### config.mk
export PLATFORM = sky130hd
export DESIGN_NAME = button_click_classifier
export DESIGN_NICKNAME = d
export VERILOG_FILES = /design/src/rtl/bcc_pkg.sv /design/src/rtl/bcc_regs.sv /design/src/rtl/bcc_core.sv /design/src/rtl/button_click_classifier.sv
export SDC_FILE = /design/constraint.sdc
export NUM_CORES = 1
export LEC_CHECK = 0
export BUFFER_PORTS_ARGS = -buffer_cell sky130_fd_sc_hd__buf_2
export CAP_MARGIN = 30
export CELL_PAD_IN_SITES_DETAIL_PLACEMENT = 1
export CELL_PAD_IN_SITES_GLOBAL_PLACEMENT = 1
export CORE_MARGIN = 2
export CORE_UTILIZATION = 45
export CTS_CLUSTER_DIAMETER = 30
export CTS_CLUSTER_SIZE = 20
export DETAILED_ROUTE_END_ITERATION = 12
export MAX_ROUTING_LAYER = met4
export PLACE_DENSITY = 0.73
export SYNTH_ARGS = -nofsm -noshare
export SYNTH_HDL_FRONTEND = slang
export SYNTH_HIERARCHICAL = 1
export SYNTH_SLANG_ARGS = --single-unit
export TNS_END_PERCENT = 1
### constraint.sdc
create_clock -name clk_i -period 5.58 [get_ports clk_i]
set_input_delay 1.116 -clock clk_i [delete_from_list [all_inputs] [get_ports clk_i]]
set_output_delay 1.116 -clock clk_i [all_outputs]
set_load 0.02 [all_outputs]
### src/rtl/bcc_pkg.sv
package bcc_pkg;

  localparam int unsigned MsW     = 16;
  localparam int unsigned CodeW   = 3;
  localparam int unsigned CfgIdxW = 3;

  localparam logic [CodeW-1:0] ST_BOOT     = 3'd0;
  localparam logic [CodeW-1:0] ST_IDLE     = 3'd1;
  localparam logic [CodeW-1:0] ST_PRESSED  = 3'd2;
  localparam logic [CodeW-1:0] ST_LONG     = 3'd3;
  localparam logic [CodeW-1:0] ST_EXTRA    = 3'd4;
  localparam logic [CodeW-1:0] ST_RELEASED = 3'd5;
  localparam logic [CodeW-1:0] ST_DOUBLE   = 3'd6;

  typedef enum logic [CodeW-1:0] {
    EV_NONE        = 3'd0,
    EV_SINGLE      = 3'd1,
    EV_DOUBLE      = 3'd2,
    EV_LONG_REACH  = 3'd3,
    EV_EXTRA_REACH = 3'd4,
    EV_LONG_REL    = 3'd5,
    EV_EXTRA_REL   = 3'd6
  } click_event_e;

  typedef enum logic [CfgIdxW-1:0] {
    REG_ENABLE     = 3'd0,
    REG_DEBOUNCE   = 3'd1,
    REG_DOUBLE_GAP = 3'd2,
    REG_LONG       = 3'd3,
    REG_EXTRA      = 3'd4
  } cfg_reg_e;

  localparam logic [MsW-1:0] DebounceRst  = 16'd50;
  localparam logic [MsW-1:0] DoubleGapRst = 16'd200;
  localparam logic [MsW-1:0] LongRst      = 16'd2000;
  localparam logic [MsW-1:0] ExtraRst     = 16'd3000;

  typedef struct packed {
    logic           enable;
    logic [MsW-1:0] debounce_ms;
    logic [MsW-1:0] double_gap_ms;
    logic [MsW-1:0] long_ms;
    logic [MsW-1:0] extra_ms;
  } cfg_t;

endpackage

### src/rtl/bcc_regs.sv
module bcc_regs import bcc_pkg::*; (
  input  logic               clk_i,
  input  logic               rst_ni,
  input  logic               cfg_we_i,
  input  logic [CfgIdxW-1:0] cfg_idx_i,
  input  logic [MsW-1:0]     cfg_wdata_i,
  output cfg_t               cfg_o
);

  cfg_t cfg_q, cfg_d;

  always_comb begin
    cfg_d = cfg_q;
    if (cfg_we_i) begin
      unique case (cfg_idx_i)
        REG_ENABLE:     cfg_d.enable        = cfg_wdata_i[0];
        REG_DEBOUNCE:   cfg_d.debounce_ms   = cfg_wdata_i;
        REG_DOUBLE_GAP: cfg_d.double_gap_ms = cfg_wdata_i;
        REG_LONG:       cfg_d.long_ms       = cfg_wdata_i;
        REG_EXTRA:      cfg_d.extra_ms      = cfg_wdata_i;
        default:        cfg_d = cfg_q;
      endcase
    end
  end

  always_ff @(posedge clk_i or negedge rst_ni) begin
    if (!rst_ni) begin
      cfg_q.enable        <= 1'b0;
      cfg_q.debounce_ms   <= DebounceRst;
      cfg_q.double_gap_ms <= DoubleGapRst;
      cfg_q.long_ms       <= LongRst;
      cfg_q.extra_ms      <= ExtraRst;
    end else begin
      cfg_q <= cfg_d;
    end
  end

  assign cfg_o = cfg_q;

endmodule

### src/rtl/bcc_core.sv
module bcc_core import bcc_pkg::*; (
  input  logic             clk_i,
  input  logic             rst_ni,
  input  logic             step_i,
  input  logic             pin_level_i,
  input  cfg_t             cfg_i,
  output logic [CodeW-1:0] click_event_o,
  output logic [CodeW-1:0] button_state_o
);

  logic [CodeW-1:0] phase_q, phase_d;
  logic [MsW-1:0]   elapsed_q, elapsed_d;
  logic [MsW-1:0]   elapsed_inc;
  logic             settled;
  click_event_e     ev;

  // saturating tick count
  assign elapsed_inc = (elapsed_q == {MsW{1'b1}}) ? elapsed_q : elapsed_q + 1'b1;
  assign settled     = elapsed_inc >= cfg_i.debounce_ms;

  always_comb begin
    phase_d   = phase_q;
    elapsed_d = elapsed_q;
    ev        = EV_NONE;
    if (cfg_i.enable) begin
      elapsed_d = elapsed_inc;
      unique case (phase_q)
        ST_BOOT: begin
          if (!pin_level_i) begin
            phase_d = ST_IDLE; elapsed_d = '0;
          end
        end
        ST_IDLE: begin
          if (settled && pin_level_i) begin
            phase_d = ST_PRESSED; elapsed_d = '0;
          end
        end
        ST_PRESSED: begin
          if (settled) begin
            if (!pin_level_i) begin
              phase_d = ST_RELEASED; elapsed_d = '0;
            end else if (elapsed_inc >= cfg_i.long_ms) begin
              ev = EV_LONG_REACH; phase_d = ST_LONG; elapsed_d = '0;
            end
          end
        end
        ST_LONG: begin
          if (!pin_level_i) begin
            ev = EV_LONG_REL; phase_d = ST_IDLE; elapsed_d = '0;
          end else if (elapsed_inc >= cfg_i.extra_ms) begin
            ev = EV_EXTRA_REACH; phase_d = ST_EXTRA; elapsed_d = '0;
          end
        end
        ST_EXTRA: begin
          if (!pin_level_i) begin
            ev = EV_EXTRA_REL; phase_d = ST_IDLE; elapsed_d = '0;
          end
        end
        ST_RELEASED: begin
          if (settled) begin
            if (pin_level_i) begin
              ev = EV_DOUBLE; phase_d = ST_DOUBLE; elapsed_d = '0;
            end else if (elapsed_inc >= cfg_i.double_gap_ms) begin
              ev = EV_SINGLE; phase_d = ST_IDLE; elapsed_d = '0;
            end
          end
        end
        ST_DOUBLE: begin
          if (settled && !pin_level_i) begin
            phase_d = ST_IDLE; elapsed_d = '0;
          end
        end
        default: begin
          phase_d = ST_IDLE; elapsed_d = '0;
        end
      endcase
    end
  end

  always_ff @(posedge clk_i or negedge rst_ni) begin
    if (!rst_ni) begin
      phase_q   <= ST_BOOT;
      elapsed_q <= '0;
    end else if (step_i) begin
      phase_q   <= phase_d;
      elapsed_q <= elapsed_d;
    end
  end

  assign click_event_o  = ev;
  assign button_state_o = phase_d;

endmodule

### src/rtl/button_click_classifier.sv
// Accepted beats pass an input register, then the classifier, then a result register.
// Throughput: one beat per cycle unless the result side stalls.
// The update (increment, four compares, next state) fits between the two registers.
// Reset (rst_ni low, async): classifier to boot, count to zero, disabled, default
// timing registers, both pipeline registers empty.
module button_click_classifier import bcc_pkg::*; (
  input  logic               clk_i,
  input  logic               rst_ni,
  input  logic               cfg_we_i,
  input  logic [CfgIdxW-1:0] cfg_idx_i,
  input  logic [MsW-1:0]     cfg_wdata_i,
  input  logic               in_valid_i,
  output logic               in_stall_o,
  input  logic               pin_level_i,
  output logic               out_valid_o,
  input  logic               out_stall_i,
  output logic [CodeW-1:0]   click_event_o,
  output logic [CodeW-1:0]   button_state_o
);

  cfg_t             cfg;
  logic             s1_valid_q, s1_pin_q;
  logic             out_valid_q;
  logic [CodeW-1:0] click_event_q, button_state_q;
  logic [CodeW-1:0] click_event_d, button_state_d;
  logic             adv;
  logic             in_fire;

  assign adv        = s1_valid_q && (!out_valid_q || !out_stall_i);
  assign in_stall_o = s1_valid_q && !adv;
  assign in_fire    = in_valid_i && !in_stall_o;

  bcc_regs u_regs (
    .clk_i       (clk_i),
    .rst_ni      (rst_ni),
    .cfg_we_i    (cfg_we_i),
    .cfg_idx_i   (cfg_idx_i),
    .cfg_wdata_i (cfg_wdata_i),
    .cfg_o       (cfg)
  );

  bcc_core u_core (
    .clk_i          (clk_i),
    .rst_ni         (rst_ni),
    .step_i         (adv),
    .pin_level_i    (s1_pin_q),
    .cfg_i          (cfg),
    .click_event_o  (click_event_d),
    .button_state_o (button_state_d)
  );

  always_ff @(posedge clk_i or negedge rst_ni) begin
    if (!rst_ni) begin
      s1_valid_q  <= 1'b0;
      out_valid_q <= 1'b0;
    end else begin
      if (in_fire) begin
        s1_valid_q <= 1'b1;
      end else if (adv) begin
        s1_valid_q <= 1'b0;
      end
      if (adv) begin
        out_valid_q <= 1'b1;
      end else if (!out_stall_i) begin
        out_valid_q <= 1'b0;
      end
    end
  end

  always_ff @(posedge clk_i) begin
    if (in_fire) begin
      s1_pin_q <= pin_level_i;
    end
    if (adv) begin
      click_event_q  <= click_event_d;
      button_state_q <= button_state_d;
    end
  end

  assign out_valid_o    = out_valid_q;
  assign click_event_o  = click_event_q;
  assign button_state_o = button_state_q;

endmodule

==> impl_summary.log <==
INFO  metric mapped_cell_area = 6123 µm²
INFO  metric worst_slew_margin = 0.4550
INFO  metric mostFrequentLayoutCells = sky130_fd_sc_hd__inv_1, sky130_fd_sc_hd__dfrtp_1, sky130_fd_sc_hd__ha_1
INFO  metric routed_wire_length_per_instance = between 15 and 20 µm
INFO  metric hold_buffers = 0
INFO  metric clk_transition_reported_paths = around 0.070 ns
INFO  metric yosysTopAreaCellShare = 0.2738
INFO  metric ys_ff_latch = 93
INFO  metric globalplace.congestion = 0.8556
INFO  metric die_w = 120.7 µm
INFO  metric critical_path.reg2reg.endpoint = u_core/elapsed_q[12]$_DFFE_PN0P_
INFO  metric final-instance-count-excl-fill = 787
INFO  metric antenna_cells_inserted = 0
INFO  metric gate_count_of_the_mapped_netlist = 581
INFO  metric synth_flop_cell = sky130_fd_sc_hd__dfrtp_1
INFO  metric cts.repair_timing.setup_buffer_count = 0
INFO  metric core-area = 13240 µm²
INFO  metric setup.worst_path.class = flip-flop to flip-flop
INFO  metric clock_latency = 0.35 ns
INFO  metric row_count = 42
INFO  metric ys.warnings.count = 6
INFO  metric dp_hpwl = approximately 11000 µm
INFO  metric reg2regPathDepth = 14
INFO  metric io_buffers = 32
INFO  metric min_period_over_period = 0.8901
INFO  metric synth.area.top_cells = sky130_fd_sc_hd__dfrtp_1, sky130_fd_sc_hd__ha_1, sky130_fd_sc_hd__dfstp_2
INFO  metric seq_area_frac_synth = 0.3897
INFO  metric finalHoldViolations = 0
INFO  metric syn2layout_area_growth = 9.174%
INFO  metric numClockSinks = 93
INFO  metric die_h = 120.7 µm
INFO  metric tritoncts.num_buffers = 9
INFO  metric worst_hold_path_type = flip-flop to flip-flop
INFO  metric initial_antenna_violation_count = 0
INFO  metric worst_clock_skew = 0.007608 ns
INFO  metric finalSetupViolCount = 0
INFO  metric cts_max_level = 3
INFO  metric cts_tree = done
INFO  metric power-per-cell-area = 326.9 nW/µm²
INFO  metric wirelength = 15210 µm
INFO  metric tightestPinTransition = 0.8176 ns
INFO  metric netlist-cell-type-count = 67
INFO  metric place_worst_setup_slack = between 0.8 and 0.9 ns
INFO  metric placedCellCount = 771
INFO  metric timing.critical_path.to_type = flip-flop
INFO  metric worst_hold_path.endpoint = u_regs/cfg_o[18]$_DFFE_PN0P_
INFO  metric timing.setup.tns = 0 ns
INFO  metric nFillCells = 1490
INFO  metric max_cap_viol_count = 0
INFO  metric synth-edff-count = 7
INFO  metric grt_pass1_vias = roughly 4.8k
INFO  metric antenna_left = 0
INFO  metric worst-endpoint-arrival = 5.21 ns
INFO  metric timing.critical_path.from_type = flip-flop
INFO  metric fin_nets = 696
INFO  metric crit_chain = and3_1 > nand4_1 > nor2_1 > and3_1 > nor2_1 > xor2_1 > ha_1 > a21oi_1 > o21ai_0 > a221oi_1 > nand2_1 > o21ai_2 > a211oi_4 > o31ai_1
INFO  metric total_power = 0.002185 W
INFO  metric synth_area_per_cell = 10.54 µm²
INFO  metric slew_viol_final = 0
INFO  metric fmax = 201.3 MHz
INFO  metric worst_r2r_startpoint = u_core/elapsed_q[3]$_DFFE_PN0P_
INFO  metric static-leakage-power = approximately 3.2 nW
INFO  metric power.ir.vdd_worst = 0.1808 mV
INFO  metric drcViolationCount = 0
INFO  metric clock_tree.root_cell = sky130_fd_sc_hd__clkbuf_16
INFO  metric most_frequent_standard_cell_in_the_layout_excluding_fill_and_tap_cells = sky130_fd_sc_hd__inv_1
INFO  metric fp.dieArea = 14560 µm²
INFO  metric initial_core_util = 0.4624
INFO  metric largest_net_degree_at_the_start_of_global_routing = 63
INFO  metric drt_first_pass_iters = 5
INFO  metric whs_path_depth = 1
INFO  metric path_max_fanout = 15
INFO  metric grt_util_all_layers = 0.2303
INFO  metric worst_slack = 0.6135 ns
INFO  metric worst-r2r-setup-slack = 0.61 ns
INFO  metric final_layout_size_suffix_gt1_frac = 0.2455
INFO  metric cpPeakStageDelay = 0.70 ns
INFO  metric period_minus_slack = 4.967 ns
INFO  metric globalRoute.totalOverflow = 0
INFO  metric netlist.top_cell.by_area = sky130_fd_sc_hd__dfrtp_1
INFO  metric ffs_w_async_s_r_synth = 0.9247
INFO  metric overall_via_count_from_detail_route = 4409
INFO  metric cp_slowest_cell = sky130_fd_sc_hd__a221oi_1
INFO  metric net_count_of_the_mapped_netlist = roughly 670
INFO  metric status = finished, final reports clean
INFO  metric cp.required = 5.82 ns
INFO  metric grt_setup_unrepaired = false
INFO  metric grt_first_pass_wirelength = 25120 µm
INFO  metric cts_buffer_depth = 2
INFO  metric post_cts_resized = 0
INFO  metric route.detailed.vias_per_inst = 5.602
INFO  metric min-delay-start = u_regs/cfg_o[18]$_DFFE_PN0P_
INFO  metric ios = 33
INFO  metric drt_iter0_drc = 199
critical path, delay by kind of cell (launching register included):
family | cells | cell delay [ns]
compound gates | 6 | 1.78
fa+ha+maj | 1 | 0.37
simple gates | 6 | 1.78
xor+xnor | 1 | 0.45
flops | 1 | 0.47
cells by family (layout without fill, tap and decap cells):
| family | Yosys count | in the layout | share of synthesized area |
|---|---|---|---|
| buffers and inverters | 92 | 122 | 0.07029 |
| AO/OA/AOI/OAI | 100 | 100 | 0.1126 |
| flip-flops | 93 | 93 | 0.3897 |
| AND/OR/NAND/NOR | 142 | 142 | 0.1208 |
| multiplexers | 71 | 71 | 0.1481 |
| adder cells (fa/ha/maj) | 65 | 65 | 0.1328 |
| XOR/XNOR | 18 | 18 | 0.02575 |
flip-flops by register name, summed over array words and instances, names as in the netlist:
name / cells
s1_valid_q: 1
u_core/phase_q: 3
u_core/elapsed_q: 16
s1_pin_q: 1
button_state_o: 3
click_event_o: 3
out_valid_o: 1
u_regs/cfg_o: 65
through the flow:
step	hold WS [ns]	util	area, µm²
6_report	0.5055	0.5048	6685
2_1_floorplan	0.4659	-	6123
5_1_grt	0.5166	0.5048	6685
3_3_place_gp	0.4796	0.4801	6357
4_1_cts	0.5093	0.5048	6685
3_5_place_dp	0.4941	0.4821	6385
worst max-delay path by stage:
stage	startpoint	end	slack (ns)	cells after the start
floorplan	u_core/elapsed_q[3]$_DFFE_PN0P_	u_core/elapsed_q[14]$_DFFE_PN0P_	1.74	19
CTS	u_core/elapsed_q[3]$_DFFE_PN0P_	u_core/elapsed_q[12]$_DFFE_PN0P_	0.74	14
detailed placement	u_core/elapsed_q[3]$_DFFE_PN0P_	u_core/elapsed_q[12]$_DFFE_PN0P_	0.81	15
finish	u_core/elapsed_q[3]$_DFFE_PN0P_	u_core/elapsed_q[12]$_DFFE_PN0P_	0.61	14
global route	u_core/elapsed_q[3]$_DFFE_PN0P_	u_core/elapsed_q[12]$_DFFE_PN0P_	0.40	14
global placement	u_core/elapsed_q[3]$_DFFE_PN0P_	button_state_o[1]$_DFFE_PP_	1.07	14
metal layers:
metal | track usage | up-vias | share of wire
met1 | 0.2734 | 2223 | 0.43
met3 | 0.03962 | 19 | 0.033
li1 | - | 2093 | -
met2 | 0.3951 | 74 | 0.51
met5 | - | - | 0
met4 | 0.08067 | 0 | 0.024
synthesized netlist by cell type (2+ instances only):
cell                        instances
sky130_fd_sc_hd__dfstp_2           19
sky130_fd_sc_hd__edfxtp_1           7
sky130_fd_sc_hd__nor4_1             3
sky130_fd_sc_hd__o211ai_1           5
sky130_fd_sc_hd__mux2_4            30
sky130_fd_sc_hd__xor2_1             6
sky130_fd_sc_hd__buf_2              3
sky130_fd_sc_hd__clkbuf_1          10
sky130_fd_sc_hd__nand2_1           41
sky130_fd_sc_hd__inv_1             71
sky130_fd_sc_hd__mux2_2            37
sky130_fd_sc_hd__o31ai_1            6
sky130_fd_sc_hd__mux2i_1            4
sky130_fd_sc_hd__nand3_1           12
sky130_fd_sc_hd__a32oi_1            2
sky130_fd_sc_hd__a2bb2oi_1          2
sky130_fd_sc_hd__a211oi_1           2
sky130_fd_sc_hd__o311ai_0           2
sky130_fd_sc_hd__o21bai_1           2
sky130_fd_sc_hd__a31oi_1            4
sky130_fd_sc_hd__o21ai_0           10
sky130_fd_sc_hd__ha_1              65
sky130_fd_sc_hd__a2111oi_0          2
sky130_fd_sc_hd__dfrtp_1           67
sky130_fd_sc_hd__o41a_1             2
sky130_fd_sc_hd__and4bb_2           2
sky130_fd_sc_hd__buf_12             2
sky130_fd_sc_hd__and2_1             6
sky130_fd_sc_hd__nor2_1            28
sky130_fd_sc_hd__nand3b_1           2
sky130_fd_sc_hd__xnor2_1           12
sky130_fd_sc_hd__nor3_1             8
sky130_fd_sc_hd__and3_1             4
sky130_fd_sc_hd__nor2b_1            5
sky130_fd_sc_hd__nand4_1           13
sky130_fd_sc_hd__buf_6              5
sky130_fd_sc_hd__a21oi_1           39
sky130_fd_sc_hd__o31ai_2            2
sky130_fd_sc_hd__a21o_1             4
sky130_fd_sc_hd__nand2b_1           8
where the power goes:
| part | internal (W) | switching (W) | total (W) |
|---|---|---|---|
| clock network | 0.000349 | 0.000279 | 0.000628 |
| logic | 0.000293 | 0.000345 | 0.000638 |
| registers | 0.000826 | 0.0000929 | 0.000919 |
cell type report:
cell class,count,area [µm²],share of cell area
timing repair buffer,35,205.2,0.03069
sequential,93,2386,0.3569
inverter,71,266.5,0.03987
tap,176,220.2,0.03294
multi-input combinational,396,3307,0.4947
clock inverter,7,75.07,0.01123
clock buffer,9,225.2,0.03369
Power figures use the tool's default switching activity.
